$ cat src/sv/pbv_ram.sv
// Generic single write port, single read port RAM with registered read data.
// No dependencies.
module pbv_ram #(
   parameter int WIDTH = 8,
   parameter int DEPTH = 512
) (
   input  logic                     clock,
   input  logic                     wr_en,
   input  logic [$clog2(DEPTH)-1:0] wr_addr,
   input  logic [WIDTH-1:0]         wr_data,
   input  logic                     rd_en,
   input  logic [$clog2(DEPTH)-1:0] rd_addr,
   output logic [WIDTH-1:0]         rd_data
);

   logic [WIDTH-1:0] mem_ff [DEPTH];

   always_ff @(posedge clock) begin
      if (wr_en) begin
         mem_ff[wr_addr] <= wr_data;
      end
      if (rd_en) begin
         rd_data <= mem_ff[rd_addr];
      end
   end

endmodule

$ cat config.mk
export PLATFORM = sky130hd
export DESIGN_NAME = pbv_ram
export DESIGN_NICKNAME = d
export VERILOG_FILES = /design/src/sv/pbv_ram.sv
export SDC_FILE = /design/constraint.sdc
export NUM_CORES = 2
export LEC_CHECK = 0
export ABC_AREA = 1
export BUFFER_PORTS_ARGS = -buffer_cell sky130_fd_sc_hd__buf_2
export CORE_MARGIN = 4
export CORE_UTILIZATION = 25
export CTS_CLUSTER_SIZE = 16
export DETAILED_ROUTE_END_ITERATION = 12
export PLACE_DENSITY_LB_ADDON = 0.15
export SYNTH_ARGS = -nofsm -noshare
export SYNTH_HDL_FRONTEND = slang
export SYNTH_SLANG_ARGS = --single-unit
$ cat constraint.sdc
create_clock -name clock -period 2.6 [get_ports clock]
set_input_delay 0.52 -clock clock [delete_from_list [all_inputs] [get_ports clock]]
set_output_delay 0.52 -clock clock [all_outputs]
set_load 0.01 [all_outputs]
==> flow_metrics.env <==
export IMPL_worstSetupEndpointType="output port"
export IMPL_grt_pass1_vias=110000
export IMPL_layout_common_cells="sky130_fd_sc_hd__nand2_1 (4145), sky130_fd_sc_hd__edfxtp_1 (4104), sky130_fd_sc_hd__nand3_1 (4072)"
export IMPL_rsz0062_at_grt="true"
export IMPL_cts_htree_levels=5
export IMPL_layout_core_utilization_pct=30.9
export IMPL_die_h_um=825
export IMPL_fp_dieArea_um2=680000
export IMPL_placed_cell_area_um2=190000
export IMPL_grt_overflow_total=0
export IMPL_layout_worst_path_cycle_share_pct=99.7
export IMPL_clock_input_transition_at_the_sequential_cells_of_the_worst_setup_and_hold_paths_ps=60
export IMPL_detail_route_antenna_nets=0
export IMPL_slew_violations=0
export IMPL_total_vias_in_the_final_route=111000
export IMPL_max_cap_violations=0
export IMPL_via_per_inst=4.57
export IMPL_seqCellArea_um2=123000
export IMPL_critical_path_reg2reg_endpoint="rd_data[2]$_DFFE_PP_"
export IMPL_synth_yosys_warnings=0
export IMPL_critical_path_class="reg2out"
export IMPL_period_needed_ps=2590
export IMPL_placeableCoreArea_um2=664000
export IMPL_multi_input_area_um2=38200
export IMPL_numClockSinks=4104
export IMPL_worst_endpoint_arrival_ps=2070
export IMPL_gp_congestion=0.800
export IMPL_synthesis_instances=13900
export IMPL_grt_total_usage_pct=16.8
export IMPL_cp_num_cells=1
export IMPL_postSynthAreaPerCell_um2=12.0
export IMPL_clock_tree_buffer_depth=4
export IMPL_path_max_fanout=1
export IMPL_setup_violations=0
export IMPL_design_area_um2=205000
export IMPL_worst_setup_path_start_kind="register"
export IMPL_power_density_nw_per_um2=723
export IMPL_num_rows=299
export IMPL_tritoncts_buffers=467
export IMPL_ys_seq_area_share_pct=73.9
export IMPL_rr_worst_depth=12
export IMPL_synth_ff_latch_count=4104
export IMPL_layout_drive_gt1_share_pct=15.1
export IMPL_total_power_w=0.148
export IMPL_worstPathCellList="buf_2"
export IMPL_starting_utilization_of_the_core_area_pct=25.1
export IMPL_firstDrtPassIters=5
export IMPL_synth_area_um2=167000
export IMPL_layout_filler_cells=67100
export IMPL_tritoncts="yes"
export IMPL_placedCellCount=23500
export IMPL_remaining_drc_errors=0
export IMPL_pin_count_of_the_biggest_net_entering_global_routing=97
export IMPL_postSynthNetCount=13900
export IMPL_grt_antenna_before_repair=60
export IMPL_drt_wirelength_per_cell_um=24.3
export IMPL_critical_path_required_ps=2080
export IMPL_timing_critical_path_slowest_stage_cell="sky130_fd_sc_hd__edfxtp_1"
export IMPL_worst_slew_margin_rel_pct=45.8
export IMPL_synthToLayoutAreaGrowth_pct=22.8
export IMPL_timing_critical_path_to="rd_data[7]"
export IMPL_placement_io_buffers=36
export IMPL_yosysUniqueCellTypes=15
export IMPL_crit_path_start="rd_data[7]$_DFFE_PP_"
export IMPL_timing_critical_path_slowest_cell_delay_ps=740
export IMPL_type_of_the_tightest_min_delay_check="in2reg"
export IMPL_wirelength_um=590000
export IMPL_initial_drt_markers=9407
export IMPL_worst_path_dominant_cell_family="flip-flops"
export IMPL_fmaxAchievable_mhz=386
export IMPL_power_ir_vdd_worst_v=0.000630
export IMPL_final_common_cell="sky130_fd_sc_hd__nand2_1"
export IMPL_clock_tree_root_cell="sky130_fd_sc_hd__clkbuf_16"
export IMPL_run_status="complete, no violations"
export IMPL_reg_to_reg_setup_timing_slack_ps=80
export IMPL_layout_cells_non_filler=24300
export IMPL_grt_first_pass_wirelength_um=839000
export IMPL_finClkSkew_ps=103
export IMPL_num_io_pins=37
export IMPL_die_width_um=825
export IMPL_detailed_place_hpwl_um=381000
export IMPL_crit_reg2reg_launch="mem_ff[355][2]$_DFFE_PP_"
export IMPL_critical_path_n_buffers_inverters=1
export IMPL_clk_insertion_delay_late_ps=1050
export IMPL_static_leakage_power_nw=72.4
export IMPL_report_final_hold_viol_count=0
export IMPL_layout_nets=15100
export IMPL_tightest_slew_ps=813
==> registers in the layout, indices dropped and copies added, names as in the netlist <==
name     cells
rd_data      8
mem_ff    4096
==> cell type report <==
cell class,instances,area share [%]
Tap cell,8879,5.42
Multi-Input combinational cell,8765,18.6
Sequential cell,4104,60.1
Timing Repair Buffer,1683,8.45
Clock buffer,567,5.91
Clock inverter,290,1.31
Inverter,39,0.0995
Antenna cell,14,0.0171
==> cells by family (layout without fill, tap and decap cells) <==
| group | after synthesis | in the layout | synth area share [%] |
|---|---|---|---|
| simple gates | 8765 | 8765 | 22.8 |
| buf+inv | 1022 | 2579 | 3.33 |
| other cells | 0 | 14 | 0 |
| flops | 4104 | 4104 | 73.9 |
==> stage by stage <==
step	setup slack [ps]	hold WS, ps	TNS (ps)
after floorplan	489	619	0
after global placement	-1150	947	-13290
after detailed placement	-1130	942	-9510
after CTS	-242	222	-681
after global routing	-133	272	-301
final	7.06	358	0
==> worst min path at each step <==
stage | from | endpoint | slack (ps) | cells past startpoint
after floorplan | wr_data[0] | mem_ff[0][0]$_DFFE_PP_ | 620 | 0
after global placement | wr_data[0] | mem_ff[361][0]$_DFFE_PP_ | 950 | 1
after detailed placement | wr_data[0] | mem_ff[361][0]$_DFFE_PP_ | 940 | 1
after CTS | rd_addr[7] | rd_data[6]$_DFFE_PP_ | 220 | 5
after global routing | rd_addr[7] | rd_data[6]$_DFFE_PP_ | 270 | 5
final | rd_addr[7] | rd_data[6]$_DFFE_PP_ | 360 | 5
==> where the power goes <==
group | switching (W) | internal, W
clock | 0.0279 | 0.0368
sequential | 0.0000746 | 0.0729
combinational | 0.00732 | 0.00312
==> layer usage <==
layer / GRT usage, % / wire, um / vias to the layer above
li1: - / - / 52000
met4: 4.34 / 16000 / 2
met3: 2.04 / 27800 / 721
met2: 27.3 / 274000 / 2581
met5: 0 / 13 / -
met1: 23.8 / 272000 / 56100
==> synthesized netlist by cell type <==
| cell | number | area [um2] |
|---|---|---|
| sky130_fd_sc_hd__clkbuf_1 | 184 | 691 |
| sky130_fd_sc_hd__inv_4 | 2 | 12.5 |
| sky130_fd_sc_hd__buf_4 | 123 | 923 |
| sky130_fd_sc_hd__nor2_1 | 514 | 1930 |
| sky130_fd_sc_hd__buf_12 | 1 | 20.0 |
| sky130_fd_sc_hd__buf_1 | 82 | 308 |
| sky130_fd_sc_hd__nand2_1 | 4160 | 15600 |
| sky130_fd_sc_hd__edfxtp_1 | 4104 | 123000 |
| sky130_fd_sc_hd__buf_6 | 72 | 811 |
| sky130_fd_sc_hd__buf_2 | 517 | 2590 |
| sky130_fd_sc_hd__buf_8 | 4 | 60.1 |
| sky130_fd_sc_hd__nand3_1 | 4080 | 20400 |
| sky130_fd_sc_hd__inv_2 | 3 | 11.3 |
| sky130_fd_sc_hd__inv_1 | 34 | 128 |
| sky130_fd_sc_hd__nor3_1 | 11 | 55.1 |
==> what timing repair did <==
item                                   in CTS  in global routing
setup buffers                               0                  0
endpoints found under the hold margin     150                  0
setup endpoints to repair                   6                  8
hold buffers                               10                  0
gates resized for setup                     1                  7
(Power assumes the default switching activity.)
