<file path="src/sv/pbv_pkg.sv">
// Package for the packed bit vector store: sizes, operation and status codes,
// sequencer states and the memory request bundle. No dependencies.
package pbv_pkg;

   localparam int CAPACITY_BYTES = 512;
   localparam int ADDR_W = $clog2(CAPACITY_BYTES);
   localparam int CAP_BITS = CAPACITY_BYTES * 8;

   localparam int MODE_W = 3;
   localparam int POS_W = 12;
   localparam int SPAN_W = 13;
   localparam int FIELD_W = 64;
   localparam int STATUS_W = 2;
   localparam int ACC_W = FIELD_W + 8;
   localparam int SHIFT_W = $clog2(ACC_W + 1);
   localparam int WIDE_W = SPAN_W + 1;

   localparam logic [MODE_W-1:0] MODE_INIT = 3'd0;
   localparam logic [MODE_W-1:0] MODE_GET = 3'd1;
   localparam logic [MODE_W-1:0] MODE_SET = 3'd2;
   localparam logic [MODE_W-1:0] MODE_APPEND = 3'd3;
   localparam logic [MODE_W-1:0] MODE_COUNT = 3'd4;
   localparam logic [MODE_W-1:0] MODE_EXTRACT = 3'd5;

   localparam logic [STATUS_W-1:0] STATUS_OK = 2'd0;
   localparam logic [STATUS_W-1:0] STATUS_RANGE = 2'd1;
   localparam logic [STATUS_W-1:0] STATUS_FULL = 2'd2;

   localparam logic [7:0] BYTE_ONES = 8'hff;
   localparam logic [7:0] BYTE_TOP = 8'h80;

   typedef enum logic [2:0] {
      ST_IDLE,
      ST_READ,
      ST_DRAIN,
      ST_WRITE,
      ST_FINISH,
      ST_WIPE,
      ST_CLEAR
   } state_type;

   typedef struct packed {
      logic              rd_en;
      logic [ADDR_W-1:0] rd_addr;
      logic              wr_en;
      logic [ADDR_W-1:0] wr_addr;
      logic [7:0]        wr_data;
   } mem_req_type;

endpackage

</file>
<file path="src/sv/pbv_if.sv">
// Request and response channel interfaces with valid/ready handshake.
// Depends on pbv_pkg for field widths.
interface pbv_req_if import pbv_pkg::*; ();
   logic                valid;
   logic                ready;
   logic [MODE_W-1:0]   mode;
   logic [POS_W-1:0]    position;
   logic [SPAN_W-1:0]   span;
   logic                bit_value;
   logic [FIELD_W-1:0]  bit_field;
   logic                reverse_order;

   modport source (output valid, mode, position, span, bit_value, bit_field,
                   reverse_order, input ready);
   modport sink (input valid, mode, position, span, bit_value, bit_field,
                 reverse_order, output ready);
endinterface

interface pbv_rsp_if import pbv_pkg::*; ();
   logic                valid;
   logic                ready;
   logic [STATUS_W-1:0] status;
   logic                bit_out;
   logic [SPAN_W-1:0]   tally;
   logic [FIELD_W-1:0]  field_out;
   logic [SPAN_W-1:0]   length_now;

   modport source (output valid, status, bit_out, tally, field_out, length_now,
                   input ready);
   modport sink (input valid, status, bit_out, tally, field_out, length_now,
                 output ready);
endinterface

</file>
<file path="src/sv/pbv_engine.sv">
// Sequencer and datapath: decodes a request, walks the bytes it touches in the
// byte store, merges or tallies them and builds the response. Uses pbv_pkg.
module pbv_engine import pbv_pkg::*; (
   input  logic              clock,
   input  logic              reset,
   pbv_req_if.sink           req_chan,
   pbv_rsp_if.source         rsp_chan,
   output mem_req_type       mem_req,
   input  logic [7:0]        rd_data
);

   function automatic logic [FIELD_W-1:0] field_mask(input logic [SPAN_W-1:0] w);
      logic [FIELD_W-1:0] m;
      if (w >= SPAN_W'(FIELD_W)) begin
         m = '1;
      end else begin
         m = (FIELD_W'(1) << w[SHIFT_W-1:0]) - FIELD_W'(1);
      end
      return m;
   endfunction

   function automatic logic [FIELD_W-1:0] bit_reverse(input logic [FIELD_W-1:0] v);
      logic [FIELD_W-1:0] r;
      for (int i = 0; i < FIELD_W; i++) begin
         r[i] = v[FIELD_W-1-i];
      end
      return r;
   endfunction

   state_type state_ff, state_in;

   logic [MODE_W-1:0]   op_ff, op_in;
   logic [STATUS_W-1:0] status_ff, status_in;
   logic                go_read;
   logic                go_clear;
   logic [SPAN_W-1:0]   span_ff, span_in;
   logic                bval_ff, bval_in;
   logic                rev_ff, rev_in;
   logic [2:0]          off_ff, off_in;
   logic [2:0]          eoff_ff, eoff_in;
   logic [ADDR_W-1:0]   b0_ff, b0_in;
   logic [ADDR_W-1:0]   blast_ff, blast_in;
   logic [ADDR_W-1:0]   rd_addr_ff, rd_addr_in;
   logic [ADDR_W-1:0]   rem_ff, rem_in;
   logic [ADDR_W-1:0]   wr_addr_ff, wr_addr_in;
   logic [ADDR_W-1:0]   wn_ff, wn_in;
   logic [ADDR_W-1:0]   clr_ff, clr_in;
   logic                first_ff, first_in;
   logic                rd_pend_ff, rd_pend_in;
   logic [ADDR_W-1:0]   rd_tag_ff, rd_tag_in;
   logic [7:0]          byte0_ff, byte0_in;
   logic [ACC_W-1:0]    acc_ff, acc_in;
   logic [ACC_W-1:0]    wr_word_ff, wr_word_in;
   logic [SPAN_W-1:0]   ones_ff, ones_in;
   logic [SPAN_W-1:0]   length_ff, length_in;

   logic                rsp_valid_ff, rsp_valid_in;
   logic [STATUS_W-1:0] rsp_status_ff, rsp_status_in;
   logic                rsp_bit_ff, rsp_bit_in;
   logic [SPAN_W-1:0]   rsp_tally_ff, rsp_tally_in;
   logic [FIELD_W-1:0]  rsp_field_ff, rsp_field_in;
   logic [SPAN_W-1:0]   rsp_length_ff, rsp_length_in;

   logic accept;
   logic finish_load;
   logic clearing;
   logic [WIDE_W-1:0] pos_w, span_w, len_w, end_w, aend_w, cnt_last_w, app_last_w;
   logic [7:0] lo_mask, hi_mask, cnt_byte, set_byte;
   logic [3:0] pop;
   logic [ACC_W-1:0] ext_shifted;
   logic [FIELD_W-1:0] ext_val, ext_rev;

   assign accept = req_chan.valid && req_chan.ready;
   assign finish_load = (state_ff == ST_FINISH) && (!rsp_valid_ff || rsp_chan.ready);
   assign clearing = (state_ff == ST_WIPE) || (state_ff == ST_CLEAR);
   assign clr_in = clearing ? clr_ff + ADDR_W'(1) : clr_ff;

   assign pos_w = WIDE_W'(req_chan.position);
   assign span_w = WIDE_W'(req_chan.span);
   assign len_w = WIDE_W'(length_ff);
   assign end_w = pos_w + span_w;
   assign aend_w = len_w + span_w;
   assign cnt_last_w = end_w - WIDE_W'(1);
   assign app_last_w = aend_w - WIDE_W'(1);

   // Request decode: status, byte range and read count.
   always_comb begin
      status_in = STATUS_OK;
      go_read = 1'b0;
      go_clear = 1'b0;
      off_in = req_chan.position[2:0];
      eoff_in = cnt_last_w[2:0];
      b0_in = ADDR_W'(pos_w >> 3);
      blast_in = ADDR_W'(cnt_last_w >> 3);
      rem_in = '0;
      wn_in = '0;
      case (req_chan.mode)
         MODE_INIT: begin
            if (req_chan.span > SPAN_W'(CAP_BITS)) begin
               status_in = STATUS_FULL;
            end else begin
               go_clear = 1'b1;
            end
         end
         MODE_GET, MODE_SET: begin
            if (WIDE_W'(req_chan.position) >= len_w) begin
               status_in = STATUS_RANGE;
            end else begin
               go_read = 1'b1;
            end
         end
         MODE_APPEND: begin
            off_in = length_ff[2:0];
            b0_in = ADDR_W'(len_w >> 3);
            wn_in = ADDR_W'((app_last_w >> 3) - (len_w >> 3));
            if (req_chan.span > SPAN_W'(FIELD_W)) begin
               status_in = STATUS_RANGE;
            end else if (aend_w > WIDE_W'(CAP_BITS)) begin
               status_in = STATUS_FULL;
            end else if (req_chan.span != '0) begin
               go_read = 1'b1;
            end
         end
         MODE_COUNT: begin
            rem_in = ADDR_W'((cnt_last_w >> 3) - (pos_w >> 3));
            if (req_chan.span == '0) begin
               status_in = STATUS_OK;
            end else if (end_w > len_w) begin
               status_in = STATUS_RANGE;
            end else begin
               go_read = 1'b1;
            end
         end
         MODE_EXTRACT: begin
            rem_in = ADDR_W'(8);
            if (req_chan.span > SPAN_W'(FIELD_W) || end_w > len_w) begin
               status_in = STATUS_RANGE;
            end else if (req_chan.span != '0) begin
               go_read = 1'b1;
            end
         end
         default: begin
            status_in = STATUS_OK;
         end
      endcase
   end

   // Next state.
   always_comb begin
      state_in = state_ff;
      case (state_ff)
         ST_IDLE: begin
            if (accept) begin
               if (go_clear) begin
                  state_in = ST_CLEAR;
               end else begin
                  state_in = go_read ? ST_READ : ST_FINISH;
               end
            end
         end
         ST_READ: begin
            if (rem_ff == '0) begin
               state_in = ST_DRAIN;
            end
         end
         ST_DRAIN: begin
            if (op_ff == MODE_APPEND || op_ff == MODE_SET) begin
               state_in = ST_WRITE;
            end else begin
               state_in = ST_FINISH;
            end
         end
         ST_WRITE: begin
            if (wn_ff == '0) begin
               state_in = ST_FINISH;
            end
         end
         ST_FINISH: begin
            if (finish_load) begin
               state_in = ST_IDLE;
            end
         end
         ST_WIPE: begin
            if (clr_ff == '1) begin
               state_in = ST_IDLE;
            end
         end
         ST_CLEAR: begin
            if (clr_ff == '1) begin
               state_in = ST_FINISH;
            end
         end
         default: begin
            state_in = ST_IDLE;
         end
      endcase
   end

   assign set_byte = bval_ff ? (byte0_ff | (BYTE_TOP >> off_ff))
                             : (byte0_ff & ~(BYTE_TOP >> off_ff));

   // Outputs of the sequencer: handshake and memory requests.
   always_comb begin
      req_chan.ready = (state_ff == ST_IDLE);
      mem_req.rd_en = (state_ff == ST_READ);
      mem_req.rd_addr = rd_addr_ff;
      mem_req.wr_en = (state_ff == ST_WRITE) || clearing;
      mem_req.wr_addr = clearing ? clr_ff : wr_addr_ff;
      if (clearing) begin
         mem_req.wr_data = '0;
      end else if (op_ff == MODE_SET) begin
         mem_req.wr_data = set_byte;
      end else if (first_ff) begin
         mem_req.wr_data = (byte0_ff & ~(BYTE_ONES >> off_ff)) | wr_word_ff[ACC_W-1 -: 8];
      end else begin
         mem_req.wr_data = wr_word_ff[ACC_W-1 -: 8];
      end
   end

   // Tally of one byte of a count range.
   always_comb begin
      lo_mask = (rd_tag_ff == b0_ff) ? (BYTE_ONES >> off_ff) : BYTE_ONES;
      hi_mask = (rd_tag_ff == blast_ff) ? (BYTE_ONES << (3'd7 - eoff_ff)) : BYTE_ONES;
      cnt_byte = rd_data & lo_mask & hi_mask;
      pop = '0;
      for (int i = 0; i < 8; i++) begin
         pop = pop + 4'(cnt_byte[i]);
      end
   end

   assign ext_shifted = acc_ff >> (SHIFT_W'(ACC_W) - SHIFT_W'(off_ff) - span_ff[SHIFT_W-1:0]);
   assign ext_val = FIELD_W'(ext_shifted) & field_mask(span_ff);
   assign ext_rev = bit_reverse(ext_val) >> (SHIFT_W'(FIELD_W) - span_ff[SHIFT_W-1:0]);

   // Datapath next values.
   always_comb begin
      op_in = op_ff;
      span_in = span_ff;
      bval_in = bval_ff;
      rev_in = rev_ff;
      rd_addr_in = rd_addr_ff;
      wr_addr_in = wr_addr_ff;
      first_in = first_ff;
      byte0_in = byte0_ff;
      acc_in = acc_ff;
      wr_word_in = wr_word_ff;
      ones_in = ones_ff;
      length_in = length_ff;
      rd_pend_in = (state_ff == ST_READ);
      rd_tag_in = rd_addr_ff;
      rsp_valid_in = rsp_valid_ff && !rsp_chan.ready;
      rsp_status_in = rsp_status_ff;
      rsp_bit_in = rsp_bit_ff;
      rsp_tally_in = rsp_tally_ff;
      rsp_field_in = rsp_field_ff;
      rsp_length_in = rsp_length_ff;

      if (accept) begin
         op_in = req_chan.mode;
         span_in = req_chan.span;
         bval_in = req_chan.bit_value;
         rev_in = req_chan.reverse_order;
         rd_addr_in = b0_in;
         wr_addr_in = b0_in;
         first_in = 1'b1;
         ones_in = '0;
         wr_word_in = ACC_W'(req_chan.bit_field & field_mask(req_chan.span))
                      << (SHIFT_W'(ACC_W) - SHIFT_W'(off_in)
                          - req_chan.span[SHIFT_W-1:0]);
      end

      if (state_ff == ST_READ) begin
         rd_addr_in = rd_addr_ff + ADDR_W'(1);
      end

      if (rd_pend_ff) begin
         byte0_in = rd_data;
         acc_in = {acc_ff[ACC_W-9:0], rd_data};
         ones_in = ones_ff + SPAN_W'(pop);
      end

      if (state_ff == ST_WRITE) begin
         wr_addr_in = wr_addr_ff + ADDR_W'(1);
         first_in = 1'b0;
         wr_word_in = wr_word_ff << 8;
      end

      if (finish_load) begin
         rsp_valid_in = 1'b1;
         rsp_status_in = status_ff;
         rsp_bit_in = 1'b0;
         rsp_tally_in = '0;
         rsp_field_in = '0;
         if (status_ff == STATUS_OK) begin
            case (op_ff)
               MODE_INIT: length_in = span_ff;
               MODE_APPEND: length_in = length_ff + span_ff;
               MODE_GET: rsp_bit_in = byte0_ff[~off_ff];
               MODE_COUNT: rsp_tally_in = bval_ff ? ones_ff : span_ff - ones_ff;
               MODE_EXTRACT: rsp_field_in = rev_ff ? ext_rev : ext_val;
               default: rsp_bit_in = 1'b0;
            endcase
         end
         rsp_length_in = length_in;
      end
   end

   always_ff @(posedge clock) begin
      if (reset) begin
         state_ff <= ST_WIPE;
         length_ff <= '0;
         rsp_valid_ff <= 1'b0;
         rd_pend_ff <= 1'b0;
         clr_ff <= '0;
      end else begin
         state_ff <= state_in;
         length_ff <= length_in;
         rsp_valid_ff <= rsp_valid_in;
         rd_pend_ff <= rd_pend_in;
         clr_ff <= clr_in;
      end
   end

   always_ff @(posedge clock) begin
      if (accept) begin
         status_ff <= status_in;
         off_ff <= off_in;
         eoff_ff <= eoff_in;
         b0_ff <= b0_in;
         blast_ff <= blast_in;
      end
      if (accept) begin
         rem_ff <= rem_in;
         wn_ff <= wn_in;
      end else begin
         if (state_ff == ST_READ && rem_ff != '0) begin
            rem_ff <= rem_ff - ADDR_W'(1);
         end
         if (state_ff == ST_WRITE && wn_ff != '0) begin
            wn_ff <= wn_ff - ADDR_W'(1);
         end
      end
      op_ff <= op_in;
      span_ff <= span_in;
      bval_ff <= bval_in;
      rev_ff <= rev_in;
      rd_addr_ff <= rd_addr_in;
      wr_addr_ff <= wr_addr_in;
      first_ff <= first_in;
      rd_tag_ff <= rd_tag_in;
      byte0_ff <= byte0_in;
      acc_ff <= acc_in;
      wr_word_ff <= wr_word_in;
      ones_ff <= ones_in;
      rsp_status_ff <= rsp_status_in;
      rsp_bit_ff <= rsp_bit_in;
      rsp_tally_ff <= rsp_tally_in;
      rsp_field_ff <= rsp_field_in;
      rsp_length_ff <= rsp_length_in;
   end

   assign rsp_chan.valid = rsp_valid_ff;
   assign rsp_chan.status = rsp_status_ff;
   assign rsp_chan.bit_out = rsp_bit_ff;
   assign rsp_chan.tally = rsp_tally_ff;
   assign rsp_chan.field_out = rsp_field_ff;
   assign rsp_chan.length_now = rsp_length_ff;

endmodule

</file>
<file path="src/flat_wrapper.sv">
// flat-port wrapper written by rule: the top's interface ports become plain ports
module pbv_engine_flat import pbv_pkg::*;
  (clock, reset, mem_req, rd_data, req_chan_valid, req_chan_mode, req_chan_position, req_chan_span, req_chan_bit_value, req_chan_bit_field, req_chan_reverse_order, req_chan_ready, rsp_chan_valid, rsp_chan_status, rsp_chan_bit_out, rsp_chan_tally, rsp_chan_field_out, rsp_chan_length_now, rsp_chan_ready);
  pbv_req_if req_chan_i ();
  pbv_rsp_if rsp_chan_i ();
  input  logic clock;
  input  logic reset;
  output mem_req_type mem_req;
  input  logic [7:0] rd_data;
  input wire logic [$bits(req_chan_i.valid)-1:0] req_chan_valid;
  input wire logic [$bits(req_chan_i.mode)-1:0] req_chan_mode;
  input wire logic [$bits(req_chan_i.position)-1:0] req_chan_position;
  input wire logic [$bits(req_chan_i.span)-1:0] req_chan_span;
  input wire logic [$bits(req_chan_i.bit_value)-1:0] req_chan_bit_value;
  input wire logic [$bits(req_chan_i.bit_field)-1:0] req_chan_bit_field;
  input wire logic [$bits(req_chan_i.reverse_order)-1:0] req_chan_reverse_order;
  output wire logic [$bits(req_chan_i.ready)-1:0] req_chan_ready;
  output wire logic [$bits(rsp_chan_i.valid)-1:0] rsp_chan_valid;
  output wire logic [$bits(rsp_chan_i.status)-1:0] rsp_chan_status;
  output wire logic [$bits(rsp_chan_i.bit_out)-1:0] rsp_chan_bit_out;
  output wire logic [$bits(rsp_chan_i.tally)-1:0] rsp_chan_tally;
  output wire logic [$bits(rsp_chan_i.field_out)-1:0] rsp_chan_field_out;
  output wire logic [$bits(rsp_chan_i.length_now)-1:0] rsp_chan_length_now;
  input wire logic [$bits(rsp_chan_i.ready)-1:0] rsp_chan_ready;
  assign req_chan_i.valid = req_chan_valid;
  assign req_chan_i.mode = req_chan_mode;
  assign req_chan_i.position = req_chan_position;
  assign req_chan_i.span = req_chan_span;
  assign req_chan_i.bit_value = req_chan_bit_value;
  assign req_chan_i.bit_field = req_chan_bit_field;
  assign req_chan_i.reverse_order = req_chan_reverse_order;
  assign req_chan_ready = req_chan_i.ready;
  assign rsp_chan_valid = rsp_chan_i.valid;
  assign rsp_chan_status = rsp_chan_i.status;
  assign rsp_chan_bit_out = rsp_chan_i.bit_out;
  assign rsp_chan_tally = rsp_chan_i.tally;
  assign rsp_chan_field_out = rsp_chan_i.field_out;
  assign rsp_chan_length_now = rsp_chan_i.length_now;
  assign rsp_chan_i.ready = rsp_chan_ready;
  pbv_engine u_core (.clock(clock), .reset(reset), .req_chan(req_chan_i), .rsp_chan(rsp_chan_i), .mem_req(mem_req), .rd_data(rd_data));
endmodule
</file>
<file path="config.mk">
export PLATFORM = sky130hd
export DESIGN_NAME = pbv_engine_flat
export DESIGN_NICKNAME = d
export VERILOG_FILES = /design/src/sv/pbv_pkg.sv /design/src/sv/pbv_if.sv /design/src/sv/pbv_engine.sv /design/src/flat_wrapper.sv
export SDC_FILE = /design/constraint.sdc
export NUM_CORES = 2
export LEC_CHECK = 0
export ABC_AREA = 1
export BUFFER_PORTS_ARGS = -buffer_cell sky130_fd_sc_hd__buf_2
export CAP_MARGIN = 30
export CORE_ASPECT_RATIO = 0.7
export CORE_MARGIN = 2
export CORE_UTILIZATION = 46
export DETAILED_ROUTE_END_ITERATION = 7
export SLEW_MARGIN = 20
export SYNTH_ARGS = -nofsm -noshare
export SYNTH_HDL_FRONTEND = slang
export SYNTH_SLANG_ARGS = --single-unit
</file>
<file path="constraint.sdc">
create_clock -name clock -period 14.1 [get_ports clock]
set_clock_uncertainty 0.1 [all_clocks]
set_input_delay 0 -clock clock [delete_from_list [all_inputs] [get_ports clock]]
set_output_delay 0 -clock clock [all_outputs]
set_load 0.01 [all_outputs]
</file>
==> impl_metrics.env <==
export IMPL_htreeDepth=2
export IMPL_cellLeakagePower_nw=20.49
export IMPL_max_cap_violations=0
export IMPL_critPathMaxFanout=76
export IMPL_post_route_min_period_ps=6490
export IMPL_wl_met2_um=69100
export IMPL_rsz0062_at_grt="false"
export IMPL_power_density_nw_per_um2=147.9
export IMPL_synth_mux_area_fraction_pct=0.02522
export IMPL_hold_depth=7
export IMPL_synthCells=6290
export IMPL_p_seq_share_pct=25.7
export IMPL_vdd_drop_max_mv=0.1082
export IMPL_yosysWarnings=0
export IMPL_synth_fp_nets=6539
export IMPL_num_rows=90
export IMPL_dr_first_iter_drc_count=8412
export IMPL_clock_path_buffers=3
export IMPL_met1Wirelength_um=86330
export IMPL_clock_sinks=367
export IMPL_grt_max_degree=84
export IMPL_synth_seq_cells=367
export IMPL_die_area_sq_um=88670
export IMPL_clk_pin_slew_worst_paths_ps=70
export IMPL_synth_compound_area_share_pct=9.844
export IMPL_syn_cell_area_sq_um=39680
export IMPL_fin_tns_setup_ps=0
export IMPL_max_freq_mhz=154.1
export IMPL_fp_coreArea_sq_um=85810
export IMPL_drv_slew=0
export IMPL_yosys_top_cells_area="edfxtp_1, nand3_1, nand2_1"
export IMPL_avgSynthCellArea_sq_um=6.309
export IMPL_synth_common_cells="nand3_1, nand2_1, nor2_1"
export IMPL_die_w_um=355.1
export IMPL_yosys_most_used_dff="edfxtp_1"
export IMPL_hold_viol_final=0
export IMPL_cp_start_kind="flip-flop"
export IMPL_cts_resized=0
export IMPL_viasPerCell=6.253
export IMPL_insertion_delay_ps=620
export IMPL_antenna_cells=0
export IMPL_die_h_um=249.7
export IMPL_via_count=47033
export IMPL_power_switching_mw=3.298
export IMPL_routed_wirelength_um=188300
export IMPL_grt_pass1_vias=41355
export IMPL_grt_overflow_total=0
export IMPL_cp_data_required_time_ps=14420
export IMPL_slew_headroom_pct=23.80
export IMPL_nNetsFinal=6589
export IMPL_ys_seq_area_share_pct=26.64
export IMPL_wl_met3_um=28770
export IMPL_clock_root_buffer="clkbuf_16"
export IMPL_antenna_found_initial=9
export IMPL_start_util_pct=46.25
export IMPL_drc=0
export IMPL_synth_async_sr_flop_share_pct=0
export IMPL_cts_tree="done"
export IMPL_hold_path_class="input port to flip-flop"
export IMPL_finalCritPeriodShare_pct=46.03
export IMPL_place_port_buffers=228
export IMPL_grt_usage_pct=40.95
export IMPL_drive_gt1_share_pct=9.981
export IMPL_cts_made_buffers=41
export IMPL_netlist_area_leader_share_pct=24.37
export IMPL_setup_worst_path_class="flip-flop to flip-flop"
export IMPL_area_growth_syn_to_layout_pct=9.037
export IMPL_hpwlAfterDp_um=148100
export IMPL_cp_arrival_ps=6810
export IMPL_synth_xor_xnor_area_share_pct=2.157
export IMPL_worst_setup_path_end_kind="flip-flop"
export IMPL_yosys_area_top_type="edfxtp_1"
export IMPL_r2r_cells=24
export IMPL_highest_layer="met5"
export IMPL_grt_pass1_wl_um=272400
export IMPL_p_int_mw=3.103
export IMPL_wl_per_cell_um=25.03
export IMPL_worst_pin_slew_ps=1131
export IMPL_p_sw_share_pct=51.53
export IMPL_yosysUniqueCellTypes=65
export IMPL_postRouteAntennaNets=0
export IMPL_synth_top_family_by_area="simple AND/OR/NAND/NOR gates"
export IMPL_status="complete, no violations"
export IMPL_synthSimpleGateAreaFrac_pct=48.00
export IMPL_gp_congestion=1.072
export IMPL_clockPowerShare_pct=17.4
export IMPL_setup_viol=0
export IMPL_synth_edff_count=322
export IMPL_firstDrtPassIters=7
export IMPL_synth_adder_area_share_pct=4.755
export IMPL_p_comb_share_pct=56.9
export IMPL_ios=229
export IMPL_synth_most_common_cell="nand3_1"
export IMPL_holdWs_ps=74.18
[power groups by stage]
| stage | Clock (mW) | Combinational, mW | Sequential (mW) |
|---|---|---|---|
| 2_1_floorplan | 0 | 2.27 | 1.67 |
| 3_3_place_gp | 0 | 3.41 | 1.66 |
| 3_5_place_dp | 0 | 3.44 | 1.66 |
| 4_1_cts | 1.12 | 3.47 | 1.64 |
| 5_1_grt | 1.17 | 3.92 | 1.66 |
| 6_report | 1.12 | 3.64 | 1.64 |
[critical path, stage by stage (launching register included)]
cell and delay (ps):
edfxtp_1 320, buf_4 660, inv_2 180, ha_2 230, ha_2 190, fa_2 440
xor2_4 190, buf_4 340, inv_2 100, buf_4 640, nand3_1 180, or2_1 290
nand2_1 80, nor2_1 50, nor2_1 720, nand3_1 220, nand3_1 180, nand3_1 130
nand2_1 90, nand2_1 110, nand2_1 100, nand2_1 50, nand3_1 90, nand3_1 190
a21oi_1 320
[kinds of logic (layout without fill, tap and decap cells)]
family	count (synthesis)	after routing
AO/OA/AOI/OAI	702	702
XOR/XNOR	93	93
adder cells (fa/ha/maj)	143	143
buffers and inverters	836	918
flip-flops	367	367
multiplexers	1	1
AND/OR/NAND/NOR	4148	4148
[registers in the layout, indices dropped and copies added, names as in the netlist, 9 cells and up]
| register | cells |
|---|---|
| u_core.acc_ff | 72 |
| u_core.wr_word_ff | 72 |
| u_core.rsp_chan.field_out | 64 |
| u_core.length_ff | 13 |
| u_core.ones_ff | 13 |
| u_core.rsp_chan.length_now | 13 |
| u_core.rsp_chan.tally | 13 |
| u_core.span_ff | 13 |
| u_core.b0_ff | 9 |
| u_core.blast_ff | 9 |
| u_core.clr_ff | 9 |
| u_core.rd_addr_ff | 9 |
| u_core.rd_tag_ff | 9 |
| u_core.rem_ff | 9 |
| u_core.wn_ff | 9 |
| u_core.wr_addr_ff | 9 |
[layout make-up]
cell class | instances | area [sq um]
clock inverter | 29 | 302.8
fill | 8969 | 42540
clock buffer | 46 | 1055
tap | 1150 | 1439
timing repair buffer | 336 | 2102
multi-input combinational | 5087 | 25880
sequential | 367 | 10570
inverter | 507 | 1912
[metrics by stage]
step / utilization, % / cell area, sq um / power, mW / instances / setup slack (ps)
after global placement: 48.22 / 41380 / 5.069 / 7397 / 7230
after detailed placement: 48.28 / 41420 / 5.099 / 7400 / 7686
final: 50.42 / 43270 / 6.400 / 7522 / 7610
after CTS: 50.34 / 43190 / 6.231 / 7516 / 7792
after global routing: 50.42 / 43270 / 6.751 / 7522 / 7437
after floorplan: - / 39680 / 3.941 / 6290 / 7460
[final timing paths]
check                                                     from                                           to  slack, ps
worst max-delay path               u_core.span_ff[0]$_DFFE_PP_  u_core.rsp_chan.field_out[28]$_SDFFCE_PN0P_       7610
worst min-delay path                    req_chan_bit_field[58]              u_core.wr_word_ff[61]$_DFFE_PP_         70
worst max register to register     u_core.span_ff[0]$_DFFE_PP_  u_core.rsp_chan.field_out[28]$_SDFFCE_PN0P_       7610
worst min register to register  u_core.rd_addr_ff[3]$_DFFE_PP_                  u_core.rd_tag_ff[3]$_DFF_P_        340
[metal layers]
layer	vias up	track usage, %
li1	21609	-
met1	22119	63.55
met2	3023	52.31
met3	272	15.82
met4	10	7.264
met5	-	1.081
[layout by cell type (no fill, tap or decap), types with 48 or more instances in the layout]
cell type	instances
nand4_1	133
o21ai_1	59
nand2_1	1569
buf_4	60
o21ai_0	254
nor3_1	51
nand3_2	48
a21oi_1	234
xor2_1	62
edfxtp_1	322
inv_1	453
buf_2	230
nand3_1	1644
nor2_1	509
ha_1	124
[what timing repair did]
item | in CTS | in global routing
setup endpoints to repair | 0 | 0
setup buffers | 0 | 0
hold buffers | 41 | 0
endpoints found under the hold margin | 65 | 0
No activity file was read; power rests on OpenSTA's default activity.
